### config.mk
export PLATFORM = sky130hd
export DESIGN_NAME = tmp_ctrl
export DESIGN_NICKNAME = d
export VERILOG_FILES = /design/src/tmp_pkg.sv /design/src/tmp_ctrl.sv
export SDC_FILE = /design/constraint.sdc
export NUM_CORES = 1
export LEC_CHECK = 0
export BUFFER_PORTS_ARGS = -buffer_cell sky130_fd_sc_hd__buf_2
export CAP_MARGIN = 20
export CORE_ASPECT_RATIO = 0.9
export CORE_MARGIN = 2
export CORE_UTILIZATION = 30
export DETAILED_ROUTE_END_ITERATION = 6
export PLACE_DENSITY_LB_ADDON = 0.08
export SYNTH_ARGS = -nofsm -noshare
export SYNTH_HDL_FRONTEND = slang
export SYNTH_SLANG_ARGS = --single-unit
### constraint.sdc
create_clock -name clk -period 2.82 [get_ports clk]
set_input_delay 0.423 -clock clk [delete_from_list [all_inputs] [get_ports clk]]
set_output_delay 0.423 -clock clk [all_outputs]
set_load 0.02 [all_outputs]
### src/tmp_pkg.sv
// Shared types, constants and helpers of the trapezoidal motion profile block.
`default_nettype none
package tmp_pkg;

	localparam int ValueWidth = 32;
	localparam int TimeWidth  = 25;
	localparam int CfgWidth   = 31;
	localparam int CfgIdxWidth = 3;
	localparam int CfgDataWidth = 32;
	localparam int IterWidth  = 7;
	localparam int RootSteps  = 33;
	localparam int DivSteps   = 64;

	localparam logic [CfgIdxWidth-1:0] CFG_MAX_VEL = 3'd0;
	localparam logic [CfgIdxWidth-1:0] CFG_MAX_ACC = 3'd1;
	localparam logic [CfgIdxWidth-1:0] CFG_MAX_DT  = 3'd2;
	localparam logic [CfgIdxWidth-1:0] CFG_POS_TOL = 3'd3;
	localparam logic [CfgIdxWidth-1:0] CFG_VEL_TOL = 3'd4;

	localparam logic [CfgWidth-1:0]  RST_MAX_VEL = 31'd655360;
	localparam logic [CfgWidth-1:0]  RST_MAX_ACC = 31'd6553600;
	localparam logic [TimeWidth-1:0] RST_MAX_DT  = 25'd167772;
	localparam logic [CfgWidth-1:0]  RST_POS_TOL = 31'd66;
	localparam logic [CfgWidth-1:0]  RST_VEL_TOL = 31'd655;

	localparam logic signed [64:0] ValMax = 65'sd2147483647;
	localparam logic signed [64:0] ValMin = -ValMax - 65'sd1;

	typedef enum logic [1:0] {
		KIND_INIT   = 2'd0,
		KIND_TARGET = 2'd1,
		KIND_STOP   = 2'd2,
		KIND_TICK   = 2'd3
	} kind_t;

	typedef struct packed {
		kind_t                         kind;
		logic signed [ValueWidth-1:0]  start_position;
		logic signed [ValueWidth-1:0]  goal_position;
		logic        [TimeWidth-1:0]   elapsed_time;
	} item_t;

	typedef struct packed {
		logic                          ok;
		logic signed [ValueWidth-1:0]  position_out;
		logic signed [ValueWidth-1:0]  velocity_out;
		logic                          settled;
	} result_t;

	typedef enum logic [3:0] {
		S_IDLE, S_DECODE, S_MUL_DT, S_ROOT, S_VEL, S_MUL_STEP, S_POS,
		S_DIV_LOAD, S_DIV, S_STOP_ADD, S_DONE
	} state_t;

	typedef enum logic [3:0] {
		OP_NONE, OP_LOAD, OP_INIT, OP_SET_TARGET, OP_REJECT, OP_SNAP,
		OP_MUL_ERR, OP_MUL_DT, OP_ROOT_STEP, OP_VEL, OP_MUL_STEP, OP_POS,
		OP_MUL_STOP, OP_DIV_LOAD, OP_DIV_STEP, OP_STOP_ADD
	} dp_op_t;

	typedef struct packed {
		dp_op_t op;
		logic   out_load;
	} dp_cmd_t;

	typedef struct packed {
		kind_t kind;
		logic  initialized;
		logic  cfg_ok;
		logic  dt_ok;
		logic  in_band;
		logic  iter_last;
	} dp_status_t;

	typedef struct packed {
		logic                         ovf;
		logic signed [ValueWidth-1:0] v;
	} sat_t;

	function automatic sat_t sat_value(input logic signed [64:0] x);
		sat_t r;
		if (x > ValMax) begin
			r.ovf = 1'b1;
			r.v   = ValMax[ValueWidth-1:0];
		end else if (x < ValMin) begin
			r.ovf = 1'b1;
			r.v   = ValMin[ValueWidth-1:0];
		end else begin
			r.ovf = 1'b0;
			r.v   = x[ValueWidth-1:0];
		end
		return r;
	endfunction

endpackage
`default_nettype wire

### src/tmp_ctrl.sv
// Sequencer of the motion profile: walks each event through the datapath steps.
`default_nettype none
module tmp_ctrl (
	input  wire                 clk,
	input  wire                 arst_n,
	input  wire                 in_valid,
	output logic                in_stall,
	output logic                out_valid,
	input  wire                 out_stall,
	input  tmp_pkg::dp_status_t st,
	output tmp_pkg::dp_cmd_t    cmd
);
	import tmp_pkg::*;

	state_t state_q, state_d;
	logic   out_valid_q;

	assign in_stall  = (state_q != S_IDLE);
	assign out_valid = out_valid_q;

	always_ff @(posedge clk or negedge arst_n) begin
		if (!arst_n) begin
			state_q     <= S_IDLE;
			out_valid_q <= 1'b0;
		end else begin
			state_q <= state_d;
			if (cmd.out_load)
				out_valid_q <= 1'b1;
			else if (!out_stall)
				out_valid_q <= 1'b0;
		end
	end

	always_comb begin
		state_d      = state_q;
		cmd.op       = OP_NONE;
		cmd.out_load = 1'b0;
		unique case (state_q)
			S_IDLE: begin
				if (in_valid) begin
					cmd.op  = OP_LOAD;
					state_d = S_DECODE;
				end
			end
			S_DECODE: begin
				state_d = S_DONE;
				unique case (st.kind)
					KIND_INIT: cmd.op = OP_INIT;
					KIND_TARGET: cmd.op = st.initialized ? OP_SET_TARGET : OP_REJECT;
					KIND_STOP: begin
						if (st.initialized && st.cfg_ok) begin
							cmd.op  = OP_MUL_STOP;
							state_d = S_DIV_LOAD;
						end else begin
							cmd.op = OP_REJECT;
						end
					end
					default: begin
						if (!(st.initialized && st.cfg_ok && st.dt_ok)) begin
							cmd.op = OP_REJECT;
						end else if (st.in_band) begin
							cmd.op = OP_SNAP;
						end else begin
							cmd.op  = OP_MUL_ERR;
							state_d = S_MUL_DT;
						end
					end
				endcase
			end
			S_MUL_DT: begin
				cmd.op  = OP_MUL_DT;
				state_d = S_ROOT;
			end
			S_ROOT: begin
				cmd.op = OP_ROOT_STEP;
				if (st.iter_last)
					state_d = S_VEL;
			end
			S_VEL: begin
				cmd.op  = OP_VEL;
				state_d = S_MUL_STEP;
			end
			S_MUL_STEP: begin
				cmd.op  = OP_MUL_STEP;
				state_d = S_POS;
			end
			S_POS: begin
				cmd.op  = OP_POS;
				state_d = S_DONE;
			end
			S_DIV_LOAD: begin
				cmd.op  = OP_DIV_LOAD;
				state_d = S_DIV;
			end
			S_DIV: begin
				cmd.op = OP_DIV_STEP;
				if (st.iter_last)
					state_d = S_STOP_ADD;
			end
			S_STOP_ADD: begin
				cmd.op  = OP_STOP_ADD;
				state_d = S_DONE;
			end
			S_DONE: begin
				if (!out_valid_q || !out_stall) begin
					cmd.out_load = 1'b1;
					state_d      = S_IDLE;
				end
			end
			default: state_d = S_IDLE;
		endcase
	end

	a_accept_decodes: assert property (@(posedge clk) disable iff (!arst_n)
		(in_valid && !in_stall) |=> (state_q == S_DECODE))
		else $error("accepted beat did not move to decode");

	a_done_holds: assert property (@(posedge clk) disable iff (!arst_n)
		(state_q == S_DONE && out_valid_q && out_stall) |=> (state_q == S_DONE))
		else $error("result dropped while output stalled");

	a_root_iterates: assert property (@(posedge clk) disable iff (!arst_n)
		(state_q == S_ROOT && !st.iter_last) |=> (state_q == S_ROOT))
		else $error("square root left early");

	a_div_iterates: assert property (@(posedge clk) disable iff (!arst_n)
		(state_q == S_DIV && !st.iter_last) |=> (state_q == S_DIV))
		else $error("division left early");

endmodule
`default_nettype wire

After elaboration in Yosys (flattened, before gate mapping)
Index checks and enable logic that the tools add are counted.

Output and inout bits: 7. Word-level logic and storage cells: 50. Input bits: 11. Flip-flop bits (word level): 5.

Mux-type cells: 20. Reductions and logical operators: 11. Eq/ne operators: 17.

Operator list (number): $pmux W4 S10 (2); $mux W4 (8); $eq A4 B3 Y1 const B (4); $eq A4 B4 Y1 const B (3); $pmux W4 S3 (1); $eq A4 B2 Y1 const B (2); $ne A2 B2 Y1 const B (4); $pmux W4 S2 (1); $mux W1 (5); $eq A4 B1 Y1 const B (1); $logic_not A4 Y1 (1); $mux W2 (2); $reduce_and A4 Y1 (1); $reduce_bool A4 Y1 (1); $reduce_or A2 Y1 (2); $mux W3 (1); $eq A2 B1 Y1 const B (1); $eq A2 B2 Y1 const B (1); $logic_and A1 B1 Y1 (2); $logic_not A1 Y1 (2); $logic_not A2 Y1 (1); $ne A2 B1 Y1 const B (1); $logic_or A1 B1 Y1 (1).

Logic depth before layout (Yosys ltp)
Gate-level depths: netlist of run 1.

Word-level depth: 5. Depth in mapped cells: 5. Gate-level depth less buffers: 4.

Worst setup path before layout of run 1
No wires, ideal clock.

Kind: reg-to-output. From: register state_q[2]. To: output port cmd[4] (netlist bit). Arrival: 1.654 ns. Setup slack: 0.743 ns. Buffers on the path: 1. Stages on the path, launching flop included: 6. Cell sequence: dfrtp_1 > buf_6 > or2_1 > or4_4 > a31o_1 > o21ai_1.

RTL lines: start, declared (RTL line tmp_ctrl.sv:15) `state_t state_q, state_d;`; start signal, assigned (RTL line tmp_ctrl.sv:26) `state_q <= state_d;`; end, declared (RTL line tmp_ctrl.sv:11) `output tmp_pkg::dp_cmd_t cmd`.

==> results of run 1 <==
## synthesized netlist by cell type
master     count
nand3_1        3
o22ai_1        2
inv_1          1
and3b_1        1
o221ai_1       1
a31o_1         1
nor3b_1        1
o211ai_1       1
o22a_1         1
o21a_1         2
nand4bb_1      1
nor2b_1        1
o21ai_2        1
a31oi_1        3
or2_2          1
buf_4          1
nand2b_1       2
buf_6          3
and2_4         1
a21oi_1        8
or2_1          1
dfrtp_1        5
or3_1          1
nand2_1        8
a41oi_1        1
nor2_1         3
a22o_1         1
o21ai_1        3
o21ai_0        2
inv_2          2
or4_4          2
a21o_1         2
nand4b_1       1
## worst paths after layout
kind / start / end / slack, ns / cells past startpoint
worst max-delay path: state_q[2] / cmd[4] / 0.39 / 5
worst min-delay path: out_stall / out_valid / 0.47 / 3
worst max register to register: state_q[0] / state_q[3] / 0.98 / 5
worst min register to register: out_valid / out_valid / 0.55 / 2
max in group asynchronous: arst_n / out_valid / 2.16 / 2
min in group asynchronous: arst_n / state_q[0] / 0.53 / 2
## sequential cells by signal, summed over array words and instances (netlist names)
signal,count
out_valid,1
state_q,4
## worst register-to-register path: cells and delay by family, from the launching register on
kind / cells / cell delay [ns]
buffers and inverters: 1 / 0.18
DFF: 1 / 0.37
and+or+nand+nor: 1 / 0.54
AOI/OAI and AO/OA: 3 / 0.61
## cells by family (layout without fill, tap and decap cells)
| group | after synthesis | count (layout) |
|---|---|---|
| AOI/OAI and AO/OA | 29 | 29 |
| buffers and inverters | 7 | 28 |
| DFF | 5 | 5 |
| and+or+nand+nor | 27 | 27 |
## report_power, final
| part | internal [mW] | switching, mW | total (mW) | leakage, nW |
|---|---|---|---|---|
| logic | 0.238 | 0.342 | 0.580 | 0.218 |
| clock network | 0.0512 | 0.0288 | 0.0800 | 0.0177 |
| registers | 0.106 | 0.0238 | 0.130 | 0.0627 |
## routing by layer
metal,vias up,track usage,share of wire
met5,-,0,0
met4,0,0.0324,0
met3,0,0.0500,0.042
met2,13,0.211,0.46
met1,253,0.207,0.50
li1,297,-,-
## layout by cell type, fill, tap and decap left out, types with 3 or more instances in the layout
cell type and n:
a21oi_1 8, a31oi_1 3, buf_2 17, buf_4 3, clkbuf_4 3, dfrtp_1 5, nand2_1 8, nand3_1 3
nor2_1 3, o21ai_1 3
## timing repair
item	in CTS	in global routing
resized for setup	0	0
hold buffers	1	0
hold endpoints to repair	5	0
## layout make-up
cell class                      instances  share of cell area
Sequential cell                         5               0.190
Clock inverter                          1             0.00759
Multi-Input combinational cell         56               0.528
Timing Repair Buffer                   21               0.178
Tap cell                               24              0.0455
Inverter                                3              0.0171
Clock buffer                            3              0.0342
## per-stage QoR
stage                     cells  power (mW)
after floorplan              68       0.588
after global placement      108       0.723
after detailed placement    108       0.711
after CTS                   113       0.799
after global routing        113       0.870
final                       113       0.790
==> impl_results.md, run 1 <==
* Worst-path maximum fanout at 11
* Pre-CTS setup slack at 0.660 ns
* Crit path largest cell delay at 0.52 ns
* Tot GR Track Use at 0.145
* N_diodes at 0
* Final hold violation count at 0
* Grt ovf at 0
* CP endpoint kind: primary output
* Vias in the first global route at 500
* Skew final at a little under 0.003 ns
* Final Util at 0.396
* Post-synthesis sequential area ratio at 0.238
* Synth Warn # at 0
* Setup TNS at 0 ns
* Adder and majority cell fraction of the synthesized area at 0
* Arrival time at the worst endpoint at approximately 2.0 ns
* Syn_area_per_cell at about 7.7 um^2
* Synth Register Bits at 5
* Cts bufs inserted at 3
* Unrepaired setup endpoints after global routing: no
* First-pass GRT wire length at around 2100 um
* Post-Synth XOR/XNOR Area at 0
* Critical-path top delay cell: or4_4
* Maximum vdd drop at between 0.4 and 0.5 mV
* Power Density at approximately 1200 nW/um^2
* Core area at ~1700 um^2
* Max cap viols at 0
* Compound-Gate Fraction of Synth Area at 0.355
* CP startpoint kind: flip-flop
* Clk slew on worst S/H paths at 0.04 ns
* Worst Hold Class: input port to flip-flop
* Vias per cell at between 4 and 5
* CTS tree: done
* CTS Root Cell: clkbuf_4
* Multi-input gate area at around 350 um^2
* Req. time, crit path at between 2 and 2.5 ns
* Status: completed
* Gate Count Post-Synth at approximately 70
* Largest cells by area after synthesis: dfrtp_1, a21oi_1, buf_6, nand2_1, or4_4
* Final period util at 0.862
* Tmin final at about 2.4 ns
* Final Instance Area at 659 um^2
* Slew HR at 0.777
* Final setup fails at 0
* Final worst-path setup slack at between 0.3 and 0.4 ns
* Initial Utilization at 0.316
* Total number of vias at roughly 560
* PortBufs at 17
* Mux contribution to synthesized area at 0
* Max clock buf depth at 2
* CP cell instances: or2_1 > or4_4 > a31o_1 > o21ai_1 > buf_2
* Die H at 43.7 um
* Final HPWL from detailed placement at between 900 and 1000 um
* Placed inst area at 622 um^2
* Layout cell share with drive strength beyond 1 at 0.348
* Slew @ Worst Pin at roughly 0.33 ns
* Hold_ws at between 0.4 and 0.5 ns
* Final Max Slew Viols at 0
* Family with the most delay on the worst path: simple AND/OR/NAND/NOR gates
* Post-CTS Setup Bufs at 0
* Fillers at roughly 180
* Htree depth at 1
* GPL Wtd Cong at 0.751
* Largest family of logic cells by synthesized area: compound AO/OA/AOI/OAI gates
* Mapped Area at 526 um^2
* Number of DRC markers in iteration 0 at 3
* Yosys top cell by area: dfrtp_1
* Die Area at ~2100 um^2
* IO Pins at 18
* Antenna viol nets, final at 0
* Seq. cell area at ~130 um^2
* Nets@finish at 101
* CP Class: flip-flop to primary output
* Chip width at roughly 48 um
* Average wire per cell in the routed design at around 11 um
* Initial DRT Pass Iterations at 4
* Largest net degree at the start of global routing at 16
* Simple-gate share of the synthesized area at 0.307
* Synth top area share at 0.238
* Std cell rows at 14
* Drt drc at 0
* Clk Latency, worst-skew pair at between 0.2 and 0.25 ns
* Clock sinks at 5
* Leakage dissipation at 0.298 nW
* Area Overhead vs Synth at 25.5%
* Fmax at 411 MHz
* Final wirelength at 1280 um
* Yosys cell types at 33
* CP bufs+invs at 1
* Synth Net Count at 79
* Initial antenna violation count at 0
Power figures use the tool's default switching activity.
==> inputs of run 2 (changes only) <==
--- a/config.mk
+++ b/config.mk
@@ -12,4 +12,5 @@
 export CORE_UTILIZATION = 30
 export DETAILED_ROUTE_END_ITERATION = 6
+export HOLD_SLACK_MARGIN = 0.12
 export PLACE_DENSITY_LB_ADDON = 0.08
 export SYNTH_ARGS = -nofsm -noshare
==> constraint.sdc (replaced) <==
create_clock -name clk -period 2.82 [get_ports clk]
set_input_delay 0.564 -clock clk [delete_from_list [all_inputs] [get_ports clk]]
set_output_delay 0.564 -clock clk [all_outputs]
set_load 0.02 [all_outputs]
==> run 2 against run 1 <==
  * Sequential share of layout area stayed put
  * Clock skew grew 0.00067 ns
  * Routed wire length shrank 1.3%
  * Power increased by 0.52%
  * Highest routed layer unchanged
  * Clock power is 1% higher
  * Combinational power about the same
  * Cell count unchanged
  * Via count shrank 1.4%
  * Die area unchanged
  * Sequential cell count stayed put
  * Global-route usage shrank 0.98 points
  * Critical path type unchanged
  * Largest cell class unchanged
==> impl_results.md, run 2 (synthesis results as in run 1) <==
* Status: completed
* Htree depth at 1 (unchanged)
* Placed inst area at 622 um^2 (unchanged)
* Post-CTS Setup Bufs at 0 (unchanged)
* Std cell rows at 14 (unchanged)
* Initial Utilization at 0.316 (unchanged)
* Drt drc at 0 (unchanged)
* Worst-case reg-to-reg path depth at 5 (unchanged)
* CTS Root Cell: clkbuf_4
* Hold_ws at 0.559 ns (+0.0930 ns)
* Final Instance Area at 659 um^2 (unchanged)
* Cts bufs inserted at 3 (unchanged)
* Leading cell type in the layout, fill and taps excluded: buf_2
* Clk slew on worst S/H paths at 0.05 ns (about the same)
* Clock power share at 0.102 (about the same)
* Final setup fails at 0 (unchanged)
* Maximum vdd drop at 0.449 mV (-7.1%)
* Worst-path maximum fanout at 11 (unchanged)
* Final HPWL from detailed placement at 995 um (+0.19%)
* IO Pins at 18 (unchanged)
* Initial antenna violation count at 0 (unchanged)
* Antenna viol nets, final at 0 (unchanged)
* CP endpoint kind: primary output
* Tot GR Track Use at 0.135 (-0.00982)
* Seq pwr share at 0.164 (about the same)
* Max cap viols at 0 (unchanged)
* Final hold violation count at 0 (unchanged)
* Clk Latency, worst-skew pair at 0.24 ns (about the same)
* CP startpoint kind: flip-flop
* Average wire per cell in the routed design at 11.2 um (-1.3%)
* Area Overhead vs Synth at 25.5% (unchanged)
* Tmin final at 2.55 ns (+0.122 ns)
* Initial DRT Pass Iterations at 4 (unchanged)
* CP Class: flip-flop to primary output
* Fmax at 392 MHz (-4.8%)
* Max FFs per register at 4 (unchanged)
* Vias per cell at 4.91 (-1.4%)
* N_diodes at 0 (unchanged)
* Number of DRC markers in iteration 0 at 14 (+11)
* Core area at 1660 um^2 (unchanged)
* Layout cell share with drive strength beyond 1 at 0.348 (unchanged)
* CTS resizes at 0 (unchanged)
* Largest net degree at the start of global routing at 16 (unchanged)
* Grt ovf at 0 (unchanged)
* Chip width at 48.1 um (unchanged)
* Worst Hold Class: flip-flop to flip-flop
* Hold_buf cts at 1 (unchanged)
* Max clock buf depth at 2 (unchanged)
* Switching Share at 0.502 (+0.00262)
* Largest Register: state_q
* Total number of vias at 555 (-1.4%)
* Sw power at 0.399 mW (+1.0%)
* Nets@finish at 101 (unchanged)
* Final Max Slew Viols at 0 (unchanged)
* Leakage dissipation at 0.298 nW (unchanged)
* Vias in the first global route at 484 (-3.2%)
* Die Area at 2100 um^2 (unchanged)
* CTS tree: done
* Unrepaired setup endpoints after global routing: no
* Slew @ Worst Pin at 0.308 ns (-0.0265 ns)
* Commonest non-fill, non-tap cells in the layout: buf_2, nand2_1, a21oi_1
* Skew final at 0.00365 ns (+0.000672 ns)
* Req. time, crit path at 2.26 ns (-0.14 ns)
* Comb pwr share at 0.734 (about the same)
* Arrival time at the worst endpoint at 1.99 ns (-0.02 ns)
* PortBufs at 17 (unchanged)
* Fillers at 185 (+3.9%)
* Setup TNS at 0 ns (unchanged)
* Final Util at 0.396 (unchanged)
* Clock sinks at 5 (unchanged)
* Die H at 43.7 um (unchanged)
* Power Density at 1200 nW/um^2 (+0.52%)
* GPL Wtd Cong at 0.802 (+6.8%)
* Internal power component at 0.395 mW (about the same)
* Worst hold path depth at 2 (-1)
* First-pass GRT wire length at 1990 um (-7.0%)
* Slew HR at 0.795 (+0.0176)
* Final wirelength at 1270 um (-1.3%)
* Final period util at 0.905 (+0.0434)
[run 2: worst paths after layout]
check                                start    endpoint  slack [ns]
worst max register to register  state_q[0]  state_q[3]        1.00
min in group asynchronous           arst_n  state_q[1]        0.66
worst min-delay path             out_valid   out_valid        0.56
worst min register to register   out_valid   out_valid        0.56
worst max-delay path            state_q[2]      cmd[4]        0.27
max in group asynchronous           arst_n   out_valid        2.03
[run 2: layout make-up]
type                       count  area, um^2  area share
clock buffer                   3        22.5      0.0342
clock inverter                 1        5.00     0.00759
inverter                       3        11.3      0.0171
multi-input combinational     56         348       0.528
sequential                     5         125       0.190
tap                           24        30.0      0.0455
timing repair buffer          21         118       0.178
[run 2: metrics by stage]
step | total power [mW] | setup slack (ns) | std cells
after floorplan | 0.588 | 0.602 | 68
after global placement | 0.723 | 0.546 | 108
after detailed placement | 0.713 | 0.513 | 108
after CTS | 0.800 | 0.244 | 113
after global routing | 0.866 | 0.159 | 113
final | 0.794 | 0.267 | 113
[run 2: critical path, stage by stage, from the launching register on]
cell     delay [ns]
dfrtp_1        0.48
or2_1          0.27
or4_4          0.52
a31o_1         0.24
o21ai_1        0.07
buf_2          0.17
[run 2: power groups by stage]
stage	sequential, mW	combinational (mW)	clock, mW
finish	0.130	0.582	0.0811
global route	0.135	0.638	0.0922
CTS	0.130	0.584	0.0852
detailed placement	0.131	0.582	0
global placement	0.131	0.592	0
floorplan	0.148	0.439	0
[run 2: routing by layer]
| metal | track usage | up-vias | share of wire |
|---|---|---|---|
| met5 | 0 | - | 0 |
| met4 | 0.0486 | 0 | 0 |
| met3 | 0.0375 | 0 | 0.024 |
| met2 | 0.200 | 7 | 0.45 |
| met1 | 0.186 | 251 | 0.52 |
| li1 | - | 297 | - |
==> inputs of run 3 (changes only) <==
Settings changed: CELL_PAD_IN_SITES_DETAIL_PLACEMENT set to 0, CELL_PAD_IN_SITES_GLOBAL_PLACEMENT set to 1, RECOVER_POWER set to 100.
==> run 3 against run 2 <==
  * Sequential cell count is the same
  * Clock power down 2%
  * Critical path depth did not move
  * Critical path type unchanged
  * Critical endpoint unchanged
  * First-iteration DRC count shrank 64%
  * Combinational power fell by 5.0%
==> impl_results.md, run 3 (synthesis results as in run 1) <==
* Hold_buf cts at 0 (-1)
* CP startpoint kind: flip-flop
* Final HPWL from detailed placement at 981 um (-1.4%)
* Unrepaired setup endpoints after global routing: no
* Tot GR Track Use at 0.135 (+0.000375)
* Chip width at 48.1 um (unchanged)
* FF-to-FF End: state_q[3]
* Final Util at 0.382 (-0.0143)
* IO Pins at 18 (unchanged)
* Tmin final at 2.47 ns (-0.0879 ns)
* Non-Filler Instances at 113 (unchanged)
* Skew final at 0.00267 ns (-0.000978 ns)
* Die H at 43.7 um (unchanged)
* Power Density at 1190 nW/um^2 (-1.4%)
* Fmax at 406 MHz (+3.6%)
* Final setup fails at 0 (unchanged)
* Std cell rows at 14 (unchanged)
* Arrival time at the worst endpoint at 1.90 ns (-0.09 ns)
* Core area at 1660 um^2 (unchanged)
* Grt ovf at 0 (unchanged)
* Worst Hold Class: input port to asynchronous set/reset pin
* R2r setup slk at 0.76 ns (-0.24 ns)
* Sw power at 0.390 mW (-2.0%)
* Die Area at 2100 um^2 (unchanged)
* Max cap viols at 0 (unchanged)
* First-pass GRT wire length at 2010 um (+0.65%)
* PortBufs at 17 (unchanged)
* Nets@finish at 101 (unchanged)
* Worst-case reg-to-reg path depth at 5 (unchanged)
* Clk Latency, worst-skew pair at 0.24 ns (about the same)
* Hold_ws at 0.159 ns (-0.400 ns)
* Layout cell share with drive strength beyond 1 at 0.225 (-0.124)
* Slew @ Worst Pin at 0.561 ns (+0.253 ns)
* Area Overhead vs Synth at 21.0%
* GPL Wtd Cong at 0.732 (-8.7%)
* Req. time, crit path at 2.26 ns (about the same)
* Vias in the first global route at 464 (-4.1%)
* Status: completed
* Number of DRC markers in iteration 0 at 5 (-9)
* Max FFs per register at 4 (unchanged)
* Antenna viol nets, final at 0 (unchanged)
* Placed instance count at 109 (+0.93%)
* CP Capture Point: cmd[4]
* Leakage dissipation at 0.263 nW (-12%)
* Slew HR at 0.626 (-0.168)
* Switching Share at 0.518 (+0.0157)
* Cts bufs inserted at 3 (unchanged)
* CP Class: flip-flop to primary output
* CTS Root Cell: clkbuf_4
* Initial Utilization at 0.316 (unchanged)
* CP endpoint kind: primary output
* Final worst-path setup slack at 0.355 ns (+0.0879 ns)
* N_diodes at 0 (unchanged)
* Post-CTS Setup Bufs at 0 (unchanged)
* Vias per cell at 5.00 (+1.8%)
* Initial antenna violation count at 0 (unchanged)
* Critical Path Source: state_q[3]
* Final hold violation count at 0 (unchanged)
* Internal power component at 0.364 mW (-8.0%)
* Average wire per cell in the routed design at 11.0 um (-1.7%)
* Clock sinks at 5 (unchanged)
* Worst-path maximum fanout at 3 (-8)
* CTS tree: done
* Commonest non-fill, non-tap cells in the layout: clkbuf_1, buf_2, nand2_1, a21oi_1, dfrtp_1
* Maximum vdd drop at 0.466 mV (+3.8%)
* Largest net degree at the start of global routing at 16 (unchanged)
* Total number of vias at 565 (+1.8%)
* Htree depth at 1 (unchanged)
* Comb pwr share at 0.733 (about the same)
* Clk slew on worst S/H paths at 0.04 ns (about the same)
* Seq pwr share at 0.161 (-0.003)
* Leading cell type in the layout, fill and taps excluded: clkbuf_1
* Largest Register: state_q
* Final period util at 0.874 (-0.0312)
* Drt drc at 0 (unchanged)
* Reg-to-Reg Start: state_q[0]
* Final wirelength at 1250 um (-1.7%)
* Initial DRT Pass Iterations at 4 (unchanged)
* Clock power share at 0.106 (+0.004)
* Fillers at 195 (+5.4%)
* Max clock buf depth at 2 (unchanged)
* CTS resizes at 0 (unchanged)
* Pre-CTS setup slack at 0.562 ns (+0.0492 ns)
* Final Max Slew Viols at 0 (unchanged)
* Setup TNS at 0 ns (unchanged)
[run 3: cell type report]
type	count	area, um^2	area share
Multi-Input combinational cell	56	342	0.537
Sequential cell	5	125	0.197
Timing Repair Buffer	21	101	0.159
Tap cell	24	30.0	0.0472
Clock buffer	4	26.3	0.0413
Inverter	3	11.3	0.0177
[run 3: worst min-delay path by stage]
stage / slack (ns) / startpoint / end
after CTS: 0.12 / arst_n / out_valid
final: 0.16 / arst_n / out_valid
after detailed placement: 0.38 / arst_n / out_valid
after floorplan: 0.27 / arst_n / out_valid
after global routing: 0.17 / arst_n / state_q[3]
after global placement: 0.38 / arst_n / out_valid
[run 3: critical path, stage by stage (launching register included)]
cell	delay [ns]
dfrtp_1	0.36
or2_1	0.24
or4_4	0.52
a31o_1	0.23
o21ai_1	0.06
clkbuf_1	0.23
[run 3: power by group through the flow]
stage | Sequential (mW) | Clock (mW) | Combinational [mW]
after global routing | 0.123 | 0.0920 | 0.611
after floorplan | 0.148 | 0 | 0.439
after CTS | 0.122 | 0.0837 | 0.593
after global placement | 0.122 | 0 | 0.604
after detailed placement | 0.122 | 0 | 0.592
final | 0.122 | 0.0798 | 0.553
[run 3: layer usage]
| metal | vias up | GRT usage | share of wire |
|---|---|---|---|
| li1 | 300 | - | - |
| met1 | 253 | 0.207 | 0.52 |
| met2 | 12 | 0.179 | 0.44 |
| met3 | 0 | 0.0500 | 0.038 |
| met4 | 0 | 0.0324 | 0 |
| met5 | - | 0 | 0 |
[run 3: per-stage QoR]
step | power, mW | instance area, um^2
2_1_floorplan | 0.588 | 526
3_3_place_gp | 0.726 | 629
3_5_place_dp | 0.714 | 629
4_1_cts | 0.799 | 656
5_1_grt | 0.826 | 636
6_report | 0.754 | 636
